### config.mk
export PLATFORM = sky130hd
export DESIGN_NAME = qse_cell
export DESIGN_NICKNAME = d
export VERILOG_FILES = /design/src/hw/rtl/quicksort_engine_unit_assert.svh /design/src/hw/rtl/qse_pkg.sv /design/src/hw/rtl/qse_cell.sv
export SDC_FILE = /design/constraint.sdc
export NUM_CORES = 1
export LEC_CHECK = 0
export BUFFER_PORTS_ARGS = -buffer_cell sky130_fd_sc_hd__buf_4
export CORE_MARGIN = 2
export CORE_UTILIZATION = 47
export CTS_BUF_LIST = sky130_fd_sc_hd__clkbuf_2
export DETAILED_ROUTE_END_ITERATION = 8
export PLACE_DENSITY = 0.81
export SYNTH_ARGS = -nofsm -noshare
export SYNTH_HDL_FRONTEND = slang
export SYNTH_SLANG_ARGS = --single-unit
### constraint.sdc
create_clock -name clk -period 3.48 [get_ports clk]
set_clock_uncertainty 0.15 [all_clocks]
set_input_delay 0 -clock clk [delete_from_list [all_inputs] [get_ports clk]]
set_output_delay 0 -clock clk [all_outputs]
set_load 0.05 [all_outputs]
### src/hw/rtl/quicksort_engine_unit_assert.svh
// Assertion macros shared by the quicksort engine RTL.
// Each macro expands to a labeled concurrent assertion, or to nothing
// when assertions are switched off for a build.
`ifndef QUICKSORT_ENGINE_UNIT_ASSERT_SVH
`define QUICKSORT_ENGINE_UNIT_ASSERT_SVH

`ifndef ASSERT_OFF

// The property must hold at every clock edge outside reset.
`define QSE_ASSERT(lbl, clk, rst_n, prop, msg) \
    lbl: assert property (@(posedge clk) disable iff (!rst_n) (prop)) else $error(msg);

// The condition must never be true outside reset.
`define QSE_ASSERT_NEVER(lbl, clk, rst_n, cond, msg) \
    lbl: assert property (@(posedge clk) disable iff (!rst_n) !(cond)) else $error(msg);

`else

`define QSE_ASSERT(lbl, clk, rst_n, prop, msg)
`define QSE_ASSERT_NEVER(lbl, clk, rst_n, cond, msg)

`endif

`endif

### src/hw/rtl/qse_pkg.sv
package qse_pkg;

    // Width of one stored element.
    localparam int DATA_W = 32;

    // Default capacity of the sorting chain.
    localparam int DEF_MAX_ITEMS = 64;

    typedef logic signed [DATA_W-1:0] word_t;

    // One input item.
    typedef struct packed {
        word_t value;
        logic  last_in;
    } in_item_t;

    // One result item.
    typedef struct packed {
        word_t sorted_value;
        logic  last_out;
        logic  overflowed;
    } out_item_t;

    // A value with its qualifier, as it travels between neighboring cells.
    typedef struct packed {
        logic  valid;
        word_t value;
    } link_t;

    // Controller states.
    typedef enum logic [2:0] {
        S_LOAD  = 3'b001,
        S_DRAIN = 3'b010,
        S_EMIT  = 3'b100
    } state_t;

endpackage

### src/hw/rtl/qse_cell.sv
module qse_cell
    import qse_pkg::*;
(
    input  logic  clk,
    input  logic  rst_n,
    input  logic  shift,
    input  link_t feed,
    input  link_t right,
    output link_t held,
    output link_t pass
);

    logic  occ_reg;
    logic  occ_next;
    word_t val_reg;
    word_t val_next;
    logic  pv_reg;
    logic  pv_next;
    word_t pval_reg;
    word_t pval_next;

    // Keep the smaller of the stored and arriving values, hand the larger
    // to the right neighbor. While unloading, take the right neighbor's entry.
    always_comb
    begin
        occ_next  = occ_reg;
        val_next  = val_reg;
        pv_next   = 1'b0;
        pval_next = pval_reg;
        if (shift)
        begin
            occ_next = right.valid;
            val_next = right.value;
        end
        else if (feed.valid)
        begin
            if (!occ_reg)
            begin
                occ_next = 1'b1;
                val_next = feed.value;
            end
            else if (feed.value < val_reg)
            begin
                val_next  = feed.value;
                pv_next   = 1'b1;
                pval_next = val_reg;
            end
            else
            begin
                pv_next   = 1'b1;
                pval_next = feed.value;
            end
        end
    end

    // Occupancy and the hand-off qualifier are control state.
    always_ff @(posedge clk or negedge rst_n)
    begin
        if (!rst_n)
        begin
            occ_reg <= 1'b0;
            pv_reg  <= 1'b0;
        end
        else
        begin
            occ_reg <= occ_next;
            pv_reg  <= pv_next;
        end
    end

    // Payload registers need no reset.
    always_ff @(posedge clk)
    begin
        val_reg  <= val_next;
        pval_reg <= pval_next;
    end

    assign held = '{valid: occ_reg, value: val_reg};
    assign pass = '{valid: pv_reg, value: pval_reg};

endmodule

## Yosys cells after proc, flatten, opt, wreduce, memory -nomap -nowiden

Cells that the tools add are included.

| word-level totals | value |
|---|---|
| register bits | 66 |
| output and inout bits | 66 |

| operators by class | value |
|---|---|
| $lt $le $gt $ge | 1 |
| equality and inequality tests | 1 |
| muxes and demuxes | 10 |
| bitwise gates (word level) | 1 |
| reductions and logical operators | 3 |

Operators by type and width:

| cell | count |
|---|---|
| 32-bit 2-to-1 mux | 5 |
| 32-bit < comparator | 1 |
| 1-bit 2-to-1 mux | 5 |
| 3-bit by 2-bit inequality test with 1-bit output, second input constant | 1 |
| 3-bit AND reduction | 1 |
| 2-bit AND reduction | 1 |
| 2-bit nonzero test | 1 |
| 1-bit NOT | 1 |

## Longest topological paths before layout

Gate-level depths: netlist of the first run.

| depth | value |
|---|---|
| word-level depth | 5 |
| mapped depth | 9 |
| mapped depth without buffers | 8 |

## Worst setup path after synthesis of the first run

Ideal clock, no wire load.

| timing path | value |
|---|---|
| path kind | register to register |
| start | register val_reg[25] |
| end | register val_reg[0] (enable) |
| setup time | 391 ps |
| arrival | 3395 ps |
| required time | 2939 ps |
| setup slack | -456 ps |
| stages on the path, launching flop included | 10 |
| period minus slack after synthesis | 3936 ps |
| cell sequence | edfxtp_1 -> inv_1 -> ha_1 -> a21o_1 -> a221o_1 -> a221o_1 -> o2bb2ai_1 -> a211oi_4 -> buf_6 -> o22a_1 |

| between the ends | value |
|---|---|
| cells in the longest elaborated chain, start to end | 3 |

RTL lines:

| item | line | text |
|---|---|---|
| start: declaration | qse_cell.sv:15 | `word_t val_reg;` |
| start signal: assignment | qse_cell.sv:74 | `val_reg <= val_next;` |
| 32-bit < comparator | qse_cell.sv:42 | `else if (feed.value < val_reg)` |
| 3-bit by 2-bit inequality test with 1-bit output (no source line) | n/a |  |
| 2-bit AND reduction (no source line) | n/a |  |

Every way passes these cells.
A chain may end at the register's enable or synchronous reset.

## Worst setup path in the final report of the first run

| timing path | value |
|---|---|
| start | register val_reg[25] |
| end | register pval_reg[23] (data pin) |

| between the ends | value |
|---|---|
| cells in the longest elaborated chain, start to end | 2 |

RTL lines:

| item | line | text |
|---|---|---|
| 32-bit < comparator | qse_cell.sv:42 |  |
| 32-bit 2-to-1 mux | qse_cell.sv:42 |  |
| end signal: assignment | qse_cell.sv:75 | `pval_reg <= pval_next;` |
| end: declaration | qse_cell.sv:19 | `word_t pval_reg;` |

Every way passes these cells.

==> results of run 1 <==
==> worst reg2reg max path: stages, from the launching register on <==
cell       delay [ns]
edfxtp_1         0.45
inv_1            0.08
ha_1             0.24
a21o_1           0.18
a221o_1          0.31
a221o_1          0.38
o2bb2ai_1        0.17
a211oi_4         0.32
buf_4            0.41
mux2_4           0.34
==> power breakdown <==
part / leakage (nW) / total [W] / switching, W / internal [W]
combinational: 1.98 / 0.000968 / 0.000512 / 0.000456
clock: 0.0692 / 0.000445 / 0.000281 / 0.000164
sequential: 0.641 / 0.00102 / 0.0000457 / 0.000979
==> logic make-up after synthesis <==
kind of cell / Yosys count / synth area share [%]
AOI/OAI and AO/OA: 28 / 5.16
adders and majority gates: 31 / 10.5
buffers and inverters: 41 / 4.96
DFF: 66 / 53.2
muxes: 64 / 22.4
and+or+nand+nor: 30 / 3.85
==> Yosys cell counts <==
cell,number,area share [%]
a221o_1,2,0.54
o41ai_1,1,0.24
o21ai_1,1,0.13
buf_4,2,0.40
o2bb2ai_1,1,0.24
a221oi_1,1,0.24
nand2_1,11,1.1
ha_1,31,10
buf_1,1,0.10
and4_2,2,0.54
clkbuf_1,3,0.30
a211oi_1,2,0.40
inv_1,32,3.2
a211oi_4,1,0.54
o21ai_0,5,0.67
mux2_2,35,11
and2_4,1,0.24
nor2b_1,1,0.17
buf_6,3,0.91
a21o_1,1,0.20
nand4_1,2,0.34
edfxtp_1,64,52
a21oi_1,11,1.5
nand3_1,2,0.27
mux2_4,29,12
nor2_1,10,1.0
o22a_1,1,0.24
a41oi_1,1,0.24
nand2b_1,1,0.17
dfrtp_1,2,1.4
==> layer usage <==
metal / vias to the layer above / GRT usage, %
met5: - / 0
met4: 0 / 9.56
met3: 19 / 3.42
met2: 87 / 45.1
met1: 1404 / 26.6
li1: 1437 / -
==> metrics by stage <==
step / hold WS [ns] / instance area, µm² / power [W] / utilization, % / std cells
final: 0.0379 / 5910 / 0.00244 / 76.8 / 604
after global routing: 0.0112 / 5910 / 0.00254 / 76.8 / 604
after CTS: 0.00478 / 5910 / 0.00243 / 76.8 / 604
after floorplan: -0.446 / 3720 / 0.00165 / - / 260
after detailed placement: -0.367 / 4820 / 0.00190 / 62.6 / 490
after global placement: -0.366 / 4820 / 0.00188 / 62.6 / 490
==> cell usage in the layout, fill, tap and decap left out, types with 2 or more instances in the layout <==
cell,n
a21oi_1,11
inv_1,32
buf_4,137
mux2_4,29
clkinv_2,2
and4_2,2
o21ai_0,5
a221o_1,2
ha_1,31
clkbuf_2,11
nor2_1,9
nand2_1,11
nand4_1,2
a211oi_1,2
mux2_2,35
edfxtp_1,64
dlygate4sd3_1,99
dfrtp_1,2
nand3_1,2
==> area by class of cell <==
| class | count | area share (%) |
|---|---|---|
| multi-input cells | 153 | 26.5 |
| clock buffers | 11 | 0.932 |
| clock inverters | 4 | 0.742 |
| well taps | 102 | 2.16 |
| inverters | 32 | 2.03 |
| flip-flops and latches | 66 | 33.4 |
| repair buffers | 236 | 34.2 |
==> path summary, 6_finish.rpt <==
path                       depth (start not counted)      endpoint   startpoint  slack, ns
max                                                9  pval_reg[23]  val_reg[25]       0.22
min                                                2   val_reg[18]        shift       0.04
max reg2reg                                        9  pval_reg[23]  val_reg[25]       0.22
min reg2reg                                        1  pval_reg[25]  val_reg[25]       0.47
max in group asynchronous                          3       occ_reg        rst_n       2.87
min in group asynchronous                          3        pv_reg        rst_n       0.19
==> results.py, run 1 <==
metrics = {
    "routing": {
        "drtAntennaViolNets": 0,
        "first_pass_iters": 5,
        "routed_via_density": 4.88,
        "met2_length_um": 5510,
        "drt_iter0_drc": 78,
        "routed_wl_um": 10000,
        "drc": 0,
        "routed-wl-met3_um": 364,
        "wl_met1_um": 3890,
        "wire_per_inst_um": 16.6,
        "routed-via-count": 2947,
        "maxUsedRoutingLayer": "met4",
    },
    "die": {
        "die_area_um2": 8610,
        "fp.dieH_um": 92.8,
        "io_pins": 135,
        "coreArea_um2": 7690,
        "start_util_pct": 48.2,
        "core.rowCount": 32,
        "die_w_um": 92.8,
    },
    "setup_path": {
        "crit_chain": "inv_1, ha_1, a21o_1, a221o_1, a221o_1, o2bb2ai_1, a211oi_4, buf_4, mux2_4",
        "slowest_stage": "edfxtp_1",
        "startpoint_type": "flip-flop",
        "critPathTopFamily": "compound AO/OA/AOI/OAI gates",
        "slowest_delay_ns": 0.45,
        "crit_top_cell": "a221o_1",
        "critical_path_class": "flip-flop to flip-flop",
        "arrival_ns": 3.36,
        "cp-end-kind": "flip-flop",
        "crit_fanout": 18,
        "path_buf_inv": 2,
        "crit_required_ns": 3.58,
    },
    "global_routing": {
        "grt-ovfl-total": 0,
        "grt_pass1_wl_um": 15700,
        "first_global_vias": 3215,
        "antenna_found_initial": 0,
        "grt_max_degree": 37,
        "grt_util_all_layers_pct": 23.8,
    },
    "clocking": {
        "cts_setup_buffers": 0,
        "cts.sinks": 66,
        "cts_buffers": 9,
        "tritoncts": "done",
        "cts_hold_buffers": 99,
        "clockBufferDepth": 2,
        "clock_latency_ns": 0.51,
        "cts.clk_slew.worst_paths_ns": 0.18,
        "cts-root-buf": "clkbuf_2",
        "ctsResizeCount": 0,
        "cts_max_level": 3,
    },
    "power": {
        "power_density_nw_per_um2": 413,
        "ir_worst_vdd_mv": 0.327,
        "leakagePower_nw": 2.69,
    },
    "timing": {
        "setup_violations": 0,
        "drv_slew": 0,
        "maxSlewHeadroom_pct": 38.3,
        "fin_crit_ns": 3.26,
        "rsz0062_at_grt": "false",
        "final.setup.worst_slack_ns": 0.216,
        "worst_slew_pin_slew_ns": 0.914,
        "fin_crit_sh_pct": 93.8,
        "setup_tns_ns": 0,
        "clock.fmax_mhz": 306,
        "finalHoldViolations": 0,
    },
    "place": {
        "globalplace.congestion": 0.793,
        "place_hpwl_um": 6020,
        "place_ws_ns": 0.255,
        "port_buffers": 134,
    },
    "finish": {
        "synthToLayoutAreaGrowth_pct": 59.3,
        "n_antenna_cell": 0,
        "num-fill-cells": 483,
        "ff_latch_area_um2": 1970,
        "post_route_cells_drive_above_1_share_pct": 44.0,
        "fin_nets": 598,
        "multi_input_area_um2": 1570,
    },
    "synthesis": {
        "syn_inst": 260,
        "ys_types": 30,
        "synthesis.nets": 360,
        "yosysSeqAreaShare_pct": 53.2,
        "syn_area_per_cell_um2": 14.3,
        "ys_ff_latch": 66,
        "synth_warnings": 0,
        "synth_area_um2": 3710,
    },
    "hold_path": {
        "hold_path_class": "input pin to flip-flop",
    },
    "run_status": {
        "status": "finished clean",
    },
    "run": {
        "maxCapViolations": 0,
    },
}
Note: power is estimated with default switching activity, not from simulation.
==> run 2, diff against run 1 <==
--- a/config.mk
+++ b/config.mk
@@ -8,8 +8,8 @@
 export BUFFER_PORTS_ARGS = -buffer_cell sky130_fd_sc_hd__buf_4
 export CORE_MARGIN = 2
-export CORE_UTILIZATION = 47
+export CORE_UTILIZATION = 34
 export CTS_BUF_LIST = sky130_fd_sc_hd__clkbuf_2
 export DETAILED_ROUTE_END_ITERATION = 8
-export PLACE_DENSITY = 0.81
+export PLACE_DENSITY = 0.63
 export SYNTH_ARGS = -nofsm -noshare
 export SYNTH_HDL_FRONTEND = slang
==> constraint.sdc (replaced) <==
create_clock -name clk -period 3.48 [get_ports clk]
set_clock_uncertainty 0.15 [all_clocks]
set_input_delay 0.696 -clock clk [delete_from_list [all_inputs] [get_ports clk]]
set_output_delay 0.696 -clock clk [all_outputs]
set_load 0.05 [all_outputs]
==> run 2 against run 1 <==
Effect of this change: sequential share of layout area rose by 5.9 points; setup slack improved by 0.051 ns; power decreased by 8.0%; register-to-register slack improved by 0.05 ns; clock power fell by 21%; first-iteration DRC count down 26%; fmax grew 1.6%; highest routed layer unchanged.
==> results.py, run 2 (same netlist as run 1, synthesis figures left out) <==
metrics = {
    "routing": {
        "wire_per_inst_um": 14.7,
        "drt_iter0_drc": 58,
        "routed-via-count": 2535,
        "first_pass_iters": 4,
        "routed_wl_um": 8110,
        "drc": 0,
        "drtAntennaViolNets": 0,
        "routed_via_density": 4.61,
    },
    "clocking": {
        "clock_latency_ns": 0.49,
        "cts-root-buf": "clkbuf_2",
        "cts_max_level": 3,
        "cts_buffers": 9,
        "tritoncts": "done",
        "cts.sinks": 66,
        "ctsResizeCount": 0,
        "clockBufferDepth": 2,
        "cts.clk_slew.worst_paths_ns": 0.17,
    },
    "timing": {
        "whs_ns": 0.267,
        "fin_crit_ns": 3.21,
        "clock.fmax_mhz": 311,
        "maxSlewHeadroom_pct": 66.3,
        "worst_slew_pin_slew_ns": 0.505,
        "finalHoldViolations": 0,
        "rsz0062_at_grt": "false",
        "setup_violations": 0,
        "fin_crit_sh_pct": 92.3,
        "drv_slew": 0,
    },
    "global_routing": {
        "grt_util_all_layers_pct": 14.2,
        "first_global_vias": 2538,
        "grt-ovfl-total": 0,
        "grt_pass1_wl_um": 12500,
        "antenna_found_initial": 0,
        "grt_max_degree": 37,
    },
    "finish": {
        "n_antenna_cell": 0,
        "num-fill-cells": 1008,
        "final_cell_mix": "buf_4 (141), edfxtp_1 (64), mux2_2 (35)",
        "final_area_um2": 5020,
        "mostFrequentLayoutCell": "buf_4",
        "post_route_cells_drive_above_1_share_pct": 55.1,
        "fin_nets": 506,
        "synthToLayoutAreaGrowth_pct": 35.3,
    },
    "die": {
        "core.rowCount": 38,
        "io_pins": 135,
        "die_area_um2": 11800,
        "coreArea_um2": 10700,
        "die_w_um": 108,
        "fp.dieH_um": 108,
        "start_util_pct": 34.5,
    },
    "setup_path": {
        "cp-end-kind": "flip-flop",
        "crit_fanout": 32,
        "crit_top_cell": "a221o_1",
        "slowest_delay_ns": 0.52,
        "crit_required_ns": 3.47,
        "path_buf_inv": 1,
        "crit_chain": "inv_1, ha_1, a21o_1, a221o_1, a221o_1, o2bb2ai_1, a211oi_4, o22a_4",
        "slowest_stage": "o22a_4",
        "arrival_ns": 3.20,
        "critPathTopFamily": "compound AO/OA/AOI/OAI gates",
        "startpoint_type": "flip-flop",
        "critical_path_class": "flip-flop to flip-flop",
    },
    "place": {
        "globalplace.congestion": 0.707,
        "place_hpwl_um": 6030,
        "port_buffers": 134,
        "placed_area_um2": 4930,
    },
    "hold_path": {
        "hold_path_class": "input pin to flip-flop",
    },
    "power": {
        "leakagePower_nw": 2.31,
        "ir_worst_vdd_mv": 0.175,
        "power_density_nw_per_um2": 447,
    },
    "run_status": {
        "status": "finished clean",
    },
    "run": {
        "maxCapViolations": 0,
    },
}
[run 2: cell types whose count changed in the layout (fill, tap and decap cells not counted), sizes merged]
cell	previous run	this run
buf	137	143
clkinv	3	5
dlygate4sd3	99	1
bufinv	1	0
clkbuf	11	10
[run 2: cell type report]
class	instances	area [µm²]	area share, %
clock buffer	10	50.0	0.998
clock inverter	5	22.5	0.449
inverter	32	120	2.39
multi-input combinational	153	1570	31.3
sequential	66	1970	39.3
tap	140	175	3.49
timing repair buffer	144	1110	22.1
[run 2: tightest hold or removal path, delay by kind of cell]
| kind | cells | cell delay [ns] |
|---|---|---|
| buffers and inverters | 1 | 0.07 |
| AO/OA/AOI/OAI | 1 | 0.06 |
| AND/OR/NAND/NOR | 1 | 0.04 |
[run 2: per-stage QoR]
| step | setup slack, ns | util [%] | std cells | power, W | TNS, ns |
|---|---|---|---|---|---|
| final | 0.267 | 46.7 | 550 | 0.00224 | 0 |
| after global routing | 0.0869 | 46.7 | 550 | 0.00237 | 0 |
| after CTS | 0.200 | 46.7 | 550 | 0.00228 | 0 |
| after detailed placement | -0.146 | 45.9 | 534 | 0.00192 | -5.94 |
| after global placement | -0.0952 | 45.9 | 534 | 0.00191 | -3.37 |
| after floorplan | 0.0650 | - | 260 | 0.00165 | 0 |
[run 2: where the power goes]
group / switching, W / total (W) / internal (W)
Combinational: 0.000479 / 0.000870 / 0.000391
Clock: 0.000265 / 0.000351 / 0.0000852
Sequential: 0.0000443 / 0.00102 / 0.000978
Total: 0.000789 / 0.00224 / 0.00145
[run 2: timing repair]
| item | CTS | global route |
|---|---|---|
| hold endpoints to repair | 2 | 0 |
| buffers inserted | 0 | 0 |
| hold buffers | 1 | 0 |
[run 2: worst paths after layout]
| path | startpoint | endpoint | slack [ns] | cells after the start |
|---|---|---|---|---|
| max in group asynchronous | rst_n | pv_reg | 2.74 | 2 |
| max | val_reg[25] | val_reg[12] | 0.27 | 8 |
| min in group asynchronous | rst_n | occ_reg | 0.35 | 2 |
| min reg2reg | occ_reg | occ_reg | 0.46 | 2 |
| max reg2reg | val_reg[25] | val_reg[12] | 0.27 | 8 |
| min | right[32] | occ_reg | 0.27 | 3 |
[run 2: routing by layer]
metal / vias up / wire, µm / GRT usage (%)
met4: 0 / 94 / 5.22
li1: 1250 / - / -
met5: - / 0 / 0
met1: 1193 / 3690 / 18.1
met2: 85 / 3800 / 22.9
met3: 7 / 525 / 4.04
