File: config.mk
export PLATFORM = sky130hd
export DESIGN_NAME = qse_ctrl
export DESIGN_NICKNAME = d
export VERILOG_FILES = /design/src/hw/rtl/qse_pkg.sv /design/src/hw/rtl/qse_ctrl.sv
export VERILOG_INCLUDE_DIRS = /design/src /design/src/hw/rtl
export SDC_FILE = /design/constraint.sdc
export NUM_CORES = 1
export LEC_CHECK = 0
export ABC_AREA = 1
export BUFFER_PORTS_ARGS = -buffer_cell sky130_fd_sc_hd__buf_4
export CAP_MARGIN = 15
export CELL_PAD_IN_SITES_DETAIL_PLACEMENT = 0
export CELL_PAD_IN_SITES_GLOBAL_PLACEMENT = 1
export CORE_UTILIZATION = 38
export CTS_CLUSTER_DIAMETER = 50
export DETAILED_ROUTE_END_ITERATION = 16
export PLACE_DENSITY = 0.9
export SETUP_SLACK_MARGIN = 0.5
export SLEW_MARGIN = 20
export SYNTH_ARGS = -nofsm -noshare
export SYNTH_HDL_FRONTEND = slang
export SYNTH_SLANG_ARGS = --single-unit
File: constraint.sdc
create_clock -name clk -period 2.37 [get_ports clk]
set_input_delay 0.237 -clock clk [delete_from_list [all_inputs] [get_ports clk]]
set_output_delay 0.237 -clock clk [all_outputs]
set_load 0.02 [all_outputs]
File: src/hw/rtl/quicksort_engine_unit_assert.svh
// Assertion macros shared by the quicksort engine RTL.
// Each macro expands to a labeled concurrent assertion, or to nothing
// when assertions are switched off for a build.
`ifndef QUICKSORT_ENGINE_UNIT_ASSERT_SVH
`define QUICKSORT_ENGINE_UNIT_ASSERT_SVH

`ifndef ASSERT_OFF

// The property must hold at every clock edge outside reset.
`define QSE_ASSERT(lbl, clk, rst_n, prop, msg) \
    lbl: assert property (@(posedge clk) disable iff (!rst_n) (prop)) else $error(msg);

// The condition must never be true outside reset.
`define QSE_ASSERT_NEVER(lbl, clk, rst_n, cond, msg) \
    lbl: assert property (@(posedge clk) disable iff (!rst_n) !(cond)) else $error(msg);

`else

`define QSE_ASSERT(lbl, clk, rst_n, prop, msg)
`define QSE_ASSERT_NEVER(lbl, clk, rst_n, cond, msg)

`endif

`endif

File: src/hw/rtl/qse_pkg.sv
package qse_pkg;

    // Width of one stored element.
    localparam int DATA_W = 32;

    // Default capacity of the sorting chain.
    localparam int DEF_MAX_ITEMS = 64;

    typedef logic signed [DATA_W-1:0] word_t;

    // One input item.
    typedef struct packed {
        word_t value;
        logic  last_in;
    } in_item_t;

    // One result item.
    typedef struct packed {
        word_t sorted_value;
        logic  last_out;
        logic  overflowed;
    } out_item_t;

    // A value with its qualifier, as it travels between neighboring cells.
    typedef struct packed {
        logic  valid;
        word_t value;
    } link_t;

    // Controller states.
    typedef enum logic [2:0] {
        S_LOAD  = 3'b001,
        S_DRAIN = 3'b010,
        S_EMIT  = 3'b100
    } state_t;

endpackage

File: src/hw/rtl/qse_ctrl.sv
`include "quicksort_engine_unit_assert.svh"

module qse_ctrl
    import qse_pkg::*;
#(
    parameter int MAX_ITEMS = DEF_MAX_ITEMS
)
(
    input  logic      clk,
    input  logic      rst_n,
    input  logic      item_valid,
    input  logic      item_last,
    output logic      item_stall,
    output logic      insert,
    output logic      shift,
    input  link_t     head,
    output logic      result_valid,
    input  logic      result_stall,
    output out_item_t result
);

    localparam int CNT_W = $clog2(MAX_ITEMS + 1);
    localparam logic [CNT_W-1:0] CNT_MAX = CNT_W'(MAX_ITEMS);
    localparam logic [CNT_W-1:0] CNT_ONE = CNT_W'(1);

    state_t           state_reg;
    state_t           state_next;
    logic [CNT_W-1:0] count_reg;
    logic [CNT_W-1:0] count_next;
    logic [CNT_W-1:0] drain_reg;
    logic [CNT_W-1:0] drain_next;
    logic             ovf_reg;
    logic             ovf_next;
    logic             rv_reg;
    logic             rv_next;
    out_item_t        res_reg;
    out_item_t        res_next;

    logic accept;
    logic room;
    logic out_adv;

    // Items are taken only while loading.
    assign item_stall = (state_reg != S_LOAD);
    assign accept     = item_valid && !item_stall;
    assign room       = (count_reg < CNT_MAX);
    assign insert     = accept && room;
    assign out_adv    = !rv_reg || !result_stall;
    assign shift      = (state_reg == S_EMIT) && out_adv && (count_reg != '0);

    // Load, settle and unload sequencing.
    always_comb
    begin
        state_next = state_reg;
        count_next = count_reg;
        drain_next = drain_reg;
        ovf_next   = ovf_reg;
        rv_next    = rv_reg;
        res_next   = res_reg;
        if (out_adv)
        begin
            rv_next = 1'b0;
        end
        case (state_reg)
            S_LOAD:
            begin
                if (accept)
                begin
                    if (room)
                    begin
                        count_next = count_reg + CNT_ONE;
                    end
                    else
                    begin
                        ovf_next = 1'b1;
                    end
                    if (item_last)
                    begin
                        state_next = S_DRAIN;
                        drain_next = CNT_MAX;
                    end
                end
            end
            S_DRAIN:
            begin
                // Give the last inserted value time to ripple to its cell.
                drain_next = drain_reg - CNT_ONE;
                if (drain_reg == CNT_ONE)
                begin
                    state_next = S_EMIT;
                end
            end
            S_EMIT:
            begin
                if (shift)
                begin
                    rv_next  = 1'b1;
                    res_next = '{sorted_value: head.value,
                                 last_out:     (count_reg == CNT_ONE),
                                 overflowed:   ovf_reg};
                    count_next = count_reg - CNT_ONE;
                    if (count_reg == CNT_ONE)
                    begin
                        state_next = S_LOAD;
                        ovf_next   = 1'b0;
                    end
                end
            end
            default:
            begin
                state_next = S_LOAD;
            end
        endcase
    end

    always_ff @(posedge clk or negedge rst_n)
    begin
        if (!rst_n)
        begin
            state_reg <= S_LOAD;
            count_reg <= '0;
            drain_reg <= '0;
            ovf_reg   <= 1'b0;
            rv_reg    <= 1'b0;
        end
        else
        begin
            state_reg <= state_next;
            count_reg <= count_next;
            drain_reg <= drain_next;
            ovf_reg   <= ovf_next;
            rv_reg    <= rv_next;
        end
    end

    // Result payload needs no reset.
    always_ff @(posedge clk)
    begin
        res_reg <= res_next;
    end

    assign result_valid = rv_reg;
    assign result       = res_reg;

    // The stored count never passes the chain length.
    `QSE_ASSERT(a_count_cap, clk, rst_n, count_reg <= CNT_MAX, "element count beyond capacity")
    // A dropped item is always remembered for the run.
    `QSE_ASSERT(a_drop_flag, clk, rst_n, (accept && !room) |=> ovf_reg, "dropped item not flagged")
    // Sending the final result empties the chain and reopens the load.
    `QSE_ASSERT(a_run_end, clk, rst_n, (shift && count_reg == CNT_ONE) |=> (state_reg == S_LOAD && count_reg == '0 && !ovf_reg), "run did not end cleanly")

endmodule

# [Word-level counts from Yosys, hierarchy flattened]
# Index checks and enable logic that the tools add are counted.
[totals] output_inout_bits=38 reg_bits=53 word_cells=62 input_bits=38
[classes] n_addsub=3 order_cmp=1 eq_ne=13 mux=21 n_reduce_logical=16
[ops] op="7-bit 2-to-1 mux" n=5
[ops] op="7-bit case mux with 2 select lines" n=2
[ops] op="3-bit 2-to-1 mux" n=5
[ops] op="7-bit by 1-bit == test with 1-bit output, second input constant" n=2
[ops] op="7-bit by 1-bit subtractor with 7-bit output, second input constant" n=2
[ops] op="2-bit inequality test, second input constant" n=6
[ops] op="5-bit AND reduction" n=2
[ops] op="3-bit case mux with 3 select lines" n=1
[ops] op="7-bit by 1-bit adder with 7-bit output, second input constant" n=1
[ops] op="7-bit less-than comparator, second input constant" n=1
[ops] op="1-bit 2-to-1 mux" n=7
[ops] op="7-bit nonzero test" n=1
[ops] op="1-bit logical AND" n=4
[ops] op="4-bit AND reduction" n=1
[ops] op="2-bit nonzero test" n=2
[ops] op="3-bit by 1-bit == test with 1-bit output, second input constant" n=1
[ops] op="3-bit by 2-bit == test with 1-bit output, second input constant" n=1
[ops] op="3-bit == test, second input constant" n=1
[ops] op="1-bit zero test" n=3
[ops] op="3-bit by 1-bit inequality test with 1-bit output, second input constant" n=1
[ops] op="3-bit AND reduction" n=1
[ops] op="2-bit by 1-bit inequality test with 1-bit output, second input constant" n=1
[ops] op="1-bit case mux with 2 select lines" n=1
[ops] op="2-bit AND reduction" n=1
[ops] op="1-bit logical OR" n=1

# [Logic depth before layout (Yosys ltp)]
# Gate-level depths: netlist of run 1.
[logic_depth] ltp_word=6 depth_mapped=12 depth_no_buf=11

# [Worst setup path after synthesis of run 1]
# No wires, ideal clock.
[synth_timing] path_type="reg-to-reg" start="register count_reg[0]" end="register res_reg, in the netlist result[0] (enable)" arrival_time_ns=1.561 path_stages_with_launch=8 setup_time_ns=0.389 n_path_buf=0 slack_ns=0.420 path_cell_list="dfrtp_1 inv_1 ha_1 inv_1 nor2_1 nand2_1 nand2_2 inv_1"
[synth_via] elab_chain_len=3
[synth_lines] item="from (decl)" line_no="qse_ctrl.sv:28" text="logic [CNT_W-1:0] count_reg;"
[synth_lines] item="from (signal assigned)" line_no="qse_ctrl.sv:129" text="count_reg <= count_next;"
[synth_lines] item="7-bit nonzero test" line_no="qse_ctrl.sv:49" text="assign shift = (state_reg == S_EMIT) && out_adv && (count_reg != '0);"
[synth_lines] item="1-bit logical AND" line_no="qse_ctrl.sv:49"
[synth_lines] item="2-bit AND reduction (no source line)"
[synth_lines] item="to (signal assigned)" line_no="qse_ctrl.sv:139" text="res_reg <= res_next;"
[synth_lines] item="to (decl)" line_no="qse_ctrl.sv:36" text="out_item_t res_reg;"
# No other way between the ends.
# A chain may end at the register's enable or synchronous reset.

# [Worst setup path in the final report of run 1]
[layout_timing] start="register state_reg[0]" end="output port insert"
[layout_via] elab_chain_len=4
[layout_lines] item="from (decl)" line_no="qse_ctrl.sv:26" text="state_t state_reg;"
[layout_lines] item="from (signal assigned)" line_no="qse_ctrl.sv:128" text="state_reg <= state_next;"
[layout_lines] item="3-bit by 1-bit inequality test with 1-bit output" line_no="qse_ctrl.sv:44" text="assign item_stall = (state_reg != S_LOAD);"
[layout_lines] item="1-bit zero test" line_no="qse_ctrl.sv:45" text="assign accept = item_valid && !item_stall;"
[layout_lines] item="1-bit logical AND" line_no="qse_ctrl.sv:45"
[layout_lines] item="1-bit logical AND" line_no="qse_ctrl.sv:47" text="assign insert = accept && room;"
[layout_lines] item="to (decl)" line_no="qse_ctrl.sv:14" text="output logic insert,"
# No other way between the ends.

==> flow_summary.ini, run 1 <==
[layout]
design_area_um2 = 3146
fin_cells = 383
areaGrowthSynthToFinish_pct = 33.30
drive_gt1_frac = 0.3409
largest_reg_flops = 34
diodes = 0
nets = 351
fin_util = 0.5282

[place]
dp_worst_setup_slack_ns = 0.2755
place_congestion = 0.8412
place_area_um2 = 2997
dp_hpwl_mm = 3.814
io_buffers = 74
dp_cells = 370

[synthesis]
syn_inst = 223
ys_ff_latch = 53
yosys_warnings = 0
ys.flop_type = edfxtp_1
synth_compound_area_frac = 0.05037
synth_top_family_by_area = simple AND/OR/NAND/NOR gates
yosys.cell_types.count = 25
syn-cell-area_um2 = 2360
synth_fa_ha_area_frac = 0.03181
synthXorXnorAreaFrac = 0.05196
synthArstFlopShare = 0.3585
muxShareOfSynthArea = 0
synth_edf_count = 34
yosys.area_share.simple = 0.1702
syn_area_per_cell_um2 = 10.58
seq_area_frac_synth = 0.6347
synth_fp_nets = 267

[floorplanning]
core_area_um2 = 5956
die_x_um = 80.80
die_area_um2 = 6529
core.rowCount = 28
initial_core_util = 0.3962
ios = 76
fp.dieH_um = 80.80

[timing]
whs_ns = 0.09362
min_period_ns = 1.771
tightestPinTransition_ns = 0.4171
finalCritPeriodShare = 0.7474
finalSetupViolCount = 0
clock_skew_ns = 0.008516
fmax_ghz = 0.5645
slew_headroom = 0.7204
setup_slack_ns = 0.5986
tns_ns = 0
rsz0062_at_grt = false
finalHoldViolations = 0
drv_slew = 0

[clock_tree]
cts_made_buffers = 5
root_buffer = clkbuf_8
path_clk_slew_ns = 0.10
cts_max_level = 2
cts_tree = built
clock_latency_ns = 0.31
clkSinkCount = 53
clock_path_buffers = 2

[worst_setup_path]
start_kind = flip-flop
cp_cell_sequence = inv_2, nor3_4, nand2_1, nor2_2, buf_4
critPathMaxFanout = 4
critPathRequiredTime_ns = 2.13
end_kind = output port
crit_buf_inv = 2
cp_top_family = flip-flops
crit_path_top_delay_cell = dfstp_2
cpPeakStageDelay_ns = 0.58
arrival_ns = 1.53
path_class = flip-flop to output port

[min_path]
hold_class = primary input to flip-flop

[routing]
post-route-drc-count = 0
wl_per_cell_um = 13.42
vias_per_cell = 4.650
num_vias = 1781
wirelength_mm = 5.138
ant_nets = 0
first_iter_violations = 89
drt_pass1_iterations = 4

[global_route]
grt_pass1_wl_mm = 7.700
grt_overflow = 0
grtUsageTotal = 0.1600
grt_antenna_before_repair = 0
grt_pass1_vias = 1630
grt_max_degree = 20

[power_and_ir_drop]
p_per_area_nw_per_um2 = 505.9
comb_power_share = 0.052
power_frac_seq = 0.624
power.total_mw = 1.591
power_leakage_nw = 1.448
swShare = 0.2155
p_clk_frac = 0.324
p_int_mw = 1.248
ir_drop_mv = 0.2762
p_sw_uw = 343.0

[run_status]
status = finished clean

[run]
maxCapViolations = 0
==> layout make-up <==
| class | instances | area (um^2) |
|---|---|---|
| clock buffers | 5 | 68.82 |
| repair buffers | 79 | 595.6 |
| repair inverters | 1 | 7.507 |
| fillers | 555 | 2810 |
| inverters | 32 | 123.9 |
| multi-input cells | 135 | 737.0 |
| clock inverters | 3 | 21.27 |
| flip-flops and latches | 53 | 1498 |
| well taps | 75 | 93.84 |
==> power groups by stage <==
stage | clock network (mW) | registers [mW] | logic (mW)
after floorplan | 0 | 1.01 | 0.0254
after global placement | 0 | 1.01 | 0.0787
after detailed placement | 0 | 1.01 | 0.0813
after CTS | 0.529 | 0.993 | 0.0828
after global routing | 0.566 | 0.994 | 0.0928
final | 0.515 | 0.993 | 0.0830
==> cell usage after synthesis, types with 2 or more instances <==
master | n | share of area
a21oi_1 | 2 | 0.0042
dfrtp_1 | 18 | 0.19
edfxtp_1 | 34 | 0.43
ha_1 | 6 | 0.032
inv_1 | 26 | 0.041
inv_2 | 6 | 0.0095
nand2_1 | 56 | 0.089
nand2_2 | 2 | 0.0053
nand3_1 | 7 | 0.015
nand4_1 | 4 | 0.011
nor2_1 | 22 | 0.035
nor3_2 | 2 | 0.0085
o21ai_0 | 6 | 0.013
o21ai_1 | 7 | 0.015
o22ai_1 | 3 | 0.0080
xnor2_1 | 2 | 0.0074
xor2_1 | 12 | 0.045
==> cells by family (layout without fill, tap and decap cells) <==
logic type / count (synthesis) / count (layout)
flip-flops: 53 / 53
XOR/XNOR: 14 / 14
AND/OR/NAND/NOR: 95 / 95
AO/OA/AOI/OAI: 20 / 20
buffers and inverters: 35 / 120
adder cells (fa/ha/maj): 6 / 6
==> layer usage <==
layer	vias to the layer above	global-route usage	wire [um]
li1	887	-	-
met1	814	0.2017	2265
met2	71	0.2681	2362
met3	9	0.03258	422
met4	0	0.06429	88
met5	-	0	0
==> cell usage in the layout (no fill, tap or decap) <==
master	count
o21ai_1	7
nand3_2	1
o32ai_1	1
inv_6	1
a21oi_4	1
xnor2_1	2
inv_2	8
dfstp_2	1
nor3_2	1
nor2_1	21
clkinv_2	1
ha_1	6
dfrtp_1	18
nor2_2	1
o21ai_0	6
nand3_1	7
buf_4	78
a21oi_1	2
xor2_1	12
edfxtp_1	34
inv_1	23
nor2_4	1
nand4_1	4
nand2_4	1
nand2_2	1
dlygate4sd3_1	1
clkinvlp_4	3
o22ai_1	3
nor3_4	1
nand2_1	56
clkbuf_8	5
==> worst reg2reg max path: stages (launching register included) <==
cell and delay [ns]:
dfstp_2 0.58, inv_2 0.06, nand3_2 0.08, buf_4 0.18, inv_2 0.10, a21oi_1 0.33, nand2_1 0.18, nand2_1 0.09
nand2_1 0.05
==> timing repair <==
item,in CTS,in global routing
endpoints found under the hold margin,18,0
hold buffers,1,0
cloned,1,0
gates resized for setup,1,6
setup endpoints to repair,34,43
pin swaps,0,3
setup buffers,0,3
==> final timing paths <==
path / startpoint / to / slack, ns / cells past startpoint
min reg2reg: ovf_reg / result[0] / 0.48 / 0
max in group asynchronous: rst_n / state_reg[0] / 1.76 / 2
max: state_reg[0] / insert / 0.60 / 5
min in group asynchronous: rst_n / drain_reg[3] / 0.33 / 2
min: head[14] / result[16] / 0.09 / 1
max reg2reg: state_reg[0] / count_reg[5] / 0.61 / 8
Power figures use the tool's default switching activity.
==> inputs of run 2 (changes only) <==
- CORE_UTILIZATION: 38 -> 34
- PLACE_DENSITY: 0.9 -> 0.86
- clock period: 2.37 -> 1.5 ns (I/O delays scaled with it)
==> run 2 against run 1 <==
  * Register-to-register slack lost 0.69 ns
  * The flow now finishes with violations (negative setup slack)
  * Wire length is 17% higher
  * Final area is 22% higher
  * Combinational power increased by 120%
  * Die area increased by 11%
  * Critical endpoint unchanged
  * Via count up 9.7%
  * First-iteration DRC count is 1.1% higher
  * Worst hold slack got worse by 0.079 ns
==> flow_summary.ini, run 2 (synthesized netlist as in run 1, its figures left out) <==
[run_status]
status = finished, violations left
violations = negative setup slack

[layout]
largest_reg_flops = 34
areaGrowthSynthToFinish_pct = 62.78
diodes = 0
nets = 387
fin_cells = 421
final_common_cell = buf_4
fin_util = 0.5881
mostFrequentLayoutCells = 61 x buf_4, 49 x nand2_1, 46 x buf_6
drive_gt1_frac = 0.4855

[clock_tree]
cts_max_level = 2
cts_tree = built
cts_made_buffers = 5
path_clk_slew_ns = 0.09
clkSinkCount = 53
root_buffer = clkbuf_8
clock_path_buffers = 2
clock_latency_ns = 0.31

[global_route]
grt_max_degree = 20
grt_antenna_before_repair = 0
grt_pass1_wl_mm = 9.225
grt_overflow = 0
grtUsageTotal = 0.1643
grt_pass1_vias = 1954

[timing]
setup_slack_ns = -0.1116
whs_ns = 0.01471
min_period_ns = 1.612
slew_headroom = 0.8292
tns_ns = -2.990
finalHoldViolations = 0
tightestPinTransition_ns = 0.2562
drv_slew = 0
fmax_ghz = 0.6205
rsz0062_at_grt = true
finalCritPeriodShare = 1.074
finalSetupViolCount = 46
clock_skew_ns = 0.003812

[worst_setup_path]
critPathMaxFanout = 2
arrival_ns = 1.46
end_kind = output port
start_kind = flip-flop
critPathRequiredTime_ns = 1.35
path_class = flip-flop to output port
r2r_slack_ns = -0.08

[routing]
first_iter_violations = 90
vias_per_cell = 4.639
num_vias = 1953
ant_nets = 0
post-route-drc-count = 0
wirelength_mm = 5.997
wl_per_cell_um = 14.24
drt_pass1_iterations = 4

[floorplanning]
initial_core_util = 0.3613
fp.dieH_um = 85.31
core_area_um2 = 6531
die_x_um = 85.31
die_area_um2 = 7278
core.rowCount = 29
ios = 76

[min_path]
hold_class = primary input to flip-flop

[power_and_ir_drop]
p_per_area_nw_per_um2 = 708.7
p_clk_frac = 0.357
comb_power_share = 0.067
power_frac_seq = 0.575
p_sw_uw = 550.6
power_leakage_nw = 1.726
ir_drop_mv = 0.3195
p_int_mw = 2.172
swShare = 0.2023

[place]
dp_cells = 396
dp_worst_setup_slack_ns = -0.07562
io_buffers = 74
place_congestion = 0.7913
dp_hpwl_mm = 3.957

[run]
maxCapViolations = 0
## run 2: changes by cell type in the layout (fill, tap and decap cells not counted), moves of 4 or more
cell | before | now
nand2_1 | 56 | 49
dlygate4sd3_1 | 1 | 5
nor2_4 | 1 | 6
nor2_1 | 21 | 12
buf_6 | 0 | 46
nor2_2 | 1 | 6
nand2_2 | 1 | 5
buf_4 | 78 | 61
## run 2: through the flow
step	power, mW	area, um^2
after floorplan	1.641	2405
after global routing	2.822	3841
final	2.722	3841
after global placement	1.742	3233
after detailed placement	1.747	3233
after CTS	2.724	3682
## run 2: power groups by stage
stage / Combinational (mW) / Clock (mW) / Sequential [mW]
6_report: 0.183 / 0.973 / 1.57
3_3_place_gp: 0.145 / 0 / 1.60
2_1_floorplan: 0.0427 / 0 / 1.60
4_1_cts: 0.160 / 0.998 / 1.57
5_1_grt: 0.201 / 1.05 / 1.57
3_5_place_dp: 0.150 / 0 / 1.60
## run 2: worst max-delay path, cell delays in order, from the launching register on
cell     delay (ns)
dfstp_2        0.55
inv_2          0.05
nor3_4         0.13
nand2_2        0.09
buf_6          0.12
nor2_4         0.09
buf_6          0.12
## run 2: area by class of cell
type / count / area (um^2)
clock inverters: 2 / 38.79
fillers: 516 / 2690
clock buffers: 6 / 72.57
inverters: 32 / 123.9
well taps: 77 / 96.34
repair buffers: 114 / 1074
multi-input cells: 137 / 937.1
flip-flops and latches: 53 / 1499
## run 2: timing repair
action / CTS / global route
hold buffers: 1 / 4
resized for setup: 60 / 28
setup endpoints to repair: 82 / 92
setup buffers: 7 / 2
pin swaps: 11 / 19
hold endpoints to repair: 19 / 4
cloned: 3 / 0
## run 2: per-layer routing
metal	GRT usage	part of all wire
met5	0	0
met4	0.04091	0.0093
met3	0.04183	0.067
met2	0.2830	0.50
met1	0.2074	0.43
## run 2: path summary, 6_finish.rpt
| path | start | end | depth (start not counted) |
|---|---|---|---|
| min in group asynchronous | rst_n | drain_reg[2] | 2 |
| worst max-delay path | state_reg[0] | insert | 6 |
| worst max register to register | count_reg[1] | result[6] | 9 |
| max in group asynchronous | rst_n | state_reg[0] | 2 |
| worst min-delay path | head[14] | result[16] | 1 |
| worst min register to register | ovf_reg | result[0] | 0 |
==> inputs of run 3 (changes only) <==
- CORE_UTILIZATION: 34 -> 38
- MAX_ROUTING_LAYER: not set -> met4
- PLACE_DENSITY: 0.86 -> 0.9
- clock period: 1.5 -> 1.6 ns (I/O delays scaled with it)
==> run 3 against run 2 <==
  * The run still ends with negative setup slack left
  * Sequential cell count unchanged
  * Critical path depth unchanged
  * Critical endpoint unchanged
  * Sequential power down 6%
  * Combinational power down 20%
  * Non-clock buffer count down 2
  * Sequential share of layout area up 1.5 points
  * Power down 13%
  * Core utilization up 3.3 points
  * Via count down 1.8%
  * Global-route usage up 1.7 points
==> flow_summary.ini, run 3 (synthesized netlist as in run 1, its figures left out) <==
[global_route]
grt_overflow = 0
grt_antenna_before_repair = 0
grt_pass1_wl_mm = 8.521
grt_max_degree = 20
grt_pass1_vias = 1806
grtUsageTotal = 0.1809

[run]
maxCapViolations = 0

[routing]
ant_nets = 0
vias_per_cell = 4.611
first_iter_violations = 93
wirelength_mm = 5.780
drt_pass1_iterations = 4
post-route-drc-count = 0
num_vias = 1918
wl_per_cell_um = 13.89

[timing]
setup_slack_ns = -0.01626
rsz0062_at_grt = true
finalCritPeriodShare = 1.010
clock_skew_ns = 0.007316
tightestPinTransition_ns = 0.2865
whs_ns = 0.02141
drv_slew = 0
min_period_ns = 1.616
fmax_ghz = 0.6187
finalSetupViolCount = 2
finalHoldViolations = 0
slew_headroom = 0.8083

[worst_setup_path]
start_kind = flip-flop
cpPeakStageDelay_ns = 0.55
crit_path_top_delay_cell = dfstp_2
r2r-start = count_reg[0]
critPathMaxFanout = 2
cp_cell_sequence = inv_2, nor3_4, nand2_2, buf_6, nor2_4, buf_6
cp_common_cell = buf_6
crit_start = state_reg[0]
path_class = flip-flop to output port
critPathRequiredTime_ns = 1.44
crit_buf_inv = 3
end_kind = output port
arrival_ns = 1.46
cp_top_family = flip-flops

[power_and_ir_drop]
ir_drop_mv = 0.4166
p_per_area_nw_per_um2 = 640.4
power_leakage_nw = 1.674
power.total_mw = 2.369

[layout]
final_common_cell = buf_4
fin_cells = 416
num-fill-cells = 469
mostFrequentLayoutCells = 91 x buf_4, 49 x nand2_1, 34 x edfxtp_1
design_area_um2 = 3699
nets = 384
drive_gt1_frac = 0.4751
areaGrowthSynthToFinish_pct = 56.73
largest_reg_flops = 34
diodes = 0

[floorplanning]
core_area_um2 = 5956
fp.dieH_um = 80.80
ios = 76
core.rowCount = 28
initial_core_util = 0.3962
die_area_um2 = 6529
die_x_um = 80.80

[place]
dp_hpwl_mm = 3.727
dp_cells = 381
dp_worst_setup_slack_ns = 0.05430
io_buffers = 74
place_area_um2 = 3133
place_congestion = 0.8322

[clock_tree]
clock_path_buffers = 2
path_clk_slew_ns = 0.10
cts_made_buffers = 5
cts_tree = built
root_buffer = clkbuf_8
clock_latency_ns = 0.31
cts_max_level = 2
clkSinkCount = 53

[run_status]
status = finished, violations left
violations = negative setup slack

[min_path]
min_from = head[31]
hold_class = primary input to flip-flop
-- run 3: cell count changes in the layout (fill, tap and decap cells not counted), sizes merged --
| cell | delta |
|---|---|
| clkbuf | +4 |
| dlygate4sd3 | -4 |
| buf | -2 |
| clkinvlp | +2 |
| bufinv | -1 |
| clkinv | -1 |
| nor2 | -1 |
-- run 3: report_power, final --
group	internal, mW	switching (mW)	total, mW
combinational	0.0851	0.0607	0.146
clock	0.309	0.444	0.754
sequential	1.46	0.00579	1.47
total	1.86	0.511	2.37
-- run 3: stage by stage --
step / setup TNS, ns / util
floorplan: -5.281 / -
global placement: 0 / 0.5261
detailed placement: 0 / 0.5261
CTS: -0.3628 / 0.5700
global route: -1.329 / 0.6210
finish: -0.01952 / 0.6210
-- run 3: routing by layer --
| metal | up-vias | GRT usage | part of all wire |
|---|---|---|---|
| li1 | 955 | - | - |
| met1 | 876 | 0.2158 | 0.40 |
| met2 | 78 | 0.2958 | 0.50 |
| met3 | 9 | 0.04719 | 0.087 |
| met4 | 0 | 0.06429 | 0.016 |
| met5 | - | - | 0 |
-- run 3: cell type report --
class | count | area, um^2 | area share
Clock buffer | 6 | 72.57 | 0.01962
Sequential cell | 53 | 1499 | 0.4053
Inverter | 32 | 123.9 | 0.03349
Clock inverter | 2 | 15.01 | 0.004060
Tap cell | 75 | 93.84 | 0.02537
Multi-Input combinational cell | 136 | 903.4 | 0.2442
Timing Repair Buffer | 112 | 991.0 | 0.2679
-- run 3: path summary, 6_finish.rpt --
| check | endpoint | slack [ns] | cells past startpoint |
|---|---|---|---|
| max in group asynchronous | state_reg[0] | 1.07 | 2 |
| min | result[33] | 0.02 | 1 |
| max reg2reg | result[11] | 0.01 | 9 |
| min reg2reg | result[0] | 0.47 | 0 |
| max | insert | -0.02 | 6 |
| min in group asynchronous | count_reg[2] | 0.26 | 2 |
-- run 3: timing repair --
| action | 4_1_cts | 5_1_grt |
|---|---|---|
| gates cloned | 2 | 4 |
| pin swaps | 6 | 9 |
| hold buffers | 1 | 0 |
| setup buffers | 7 | 13 |
| endpoints found under the hold margin | 19 | 0 |
| gates resized for setup | 16 | 31 |
| setup endpoints to repair | 57 | 57 |
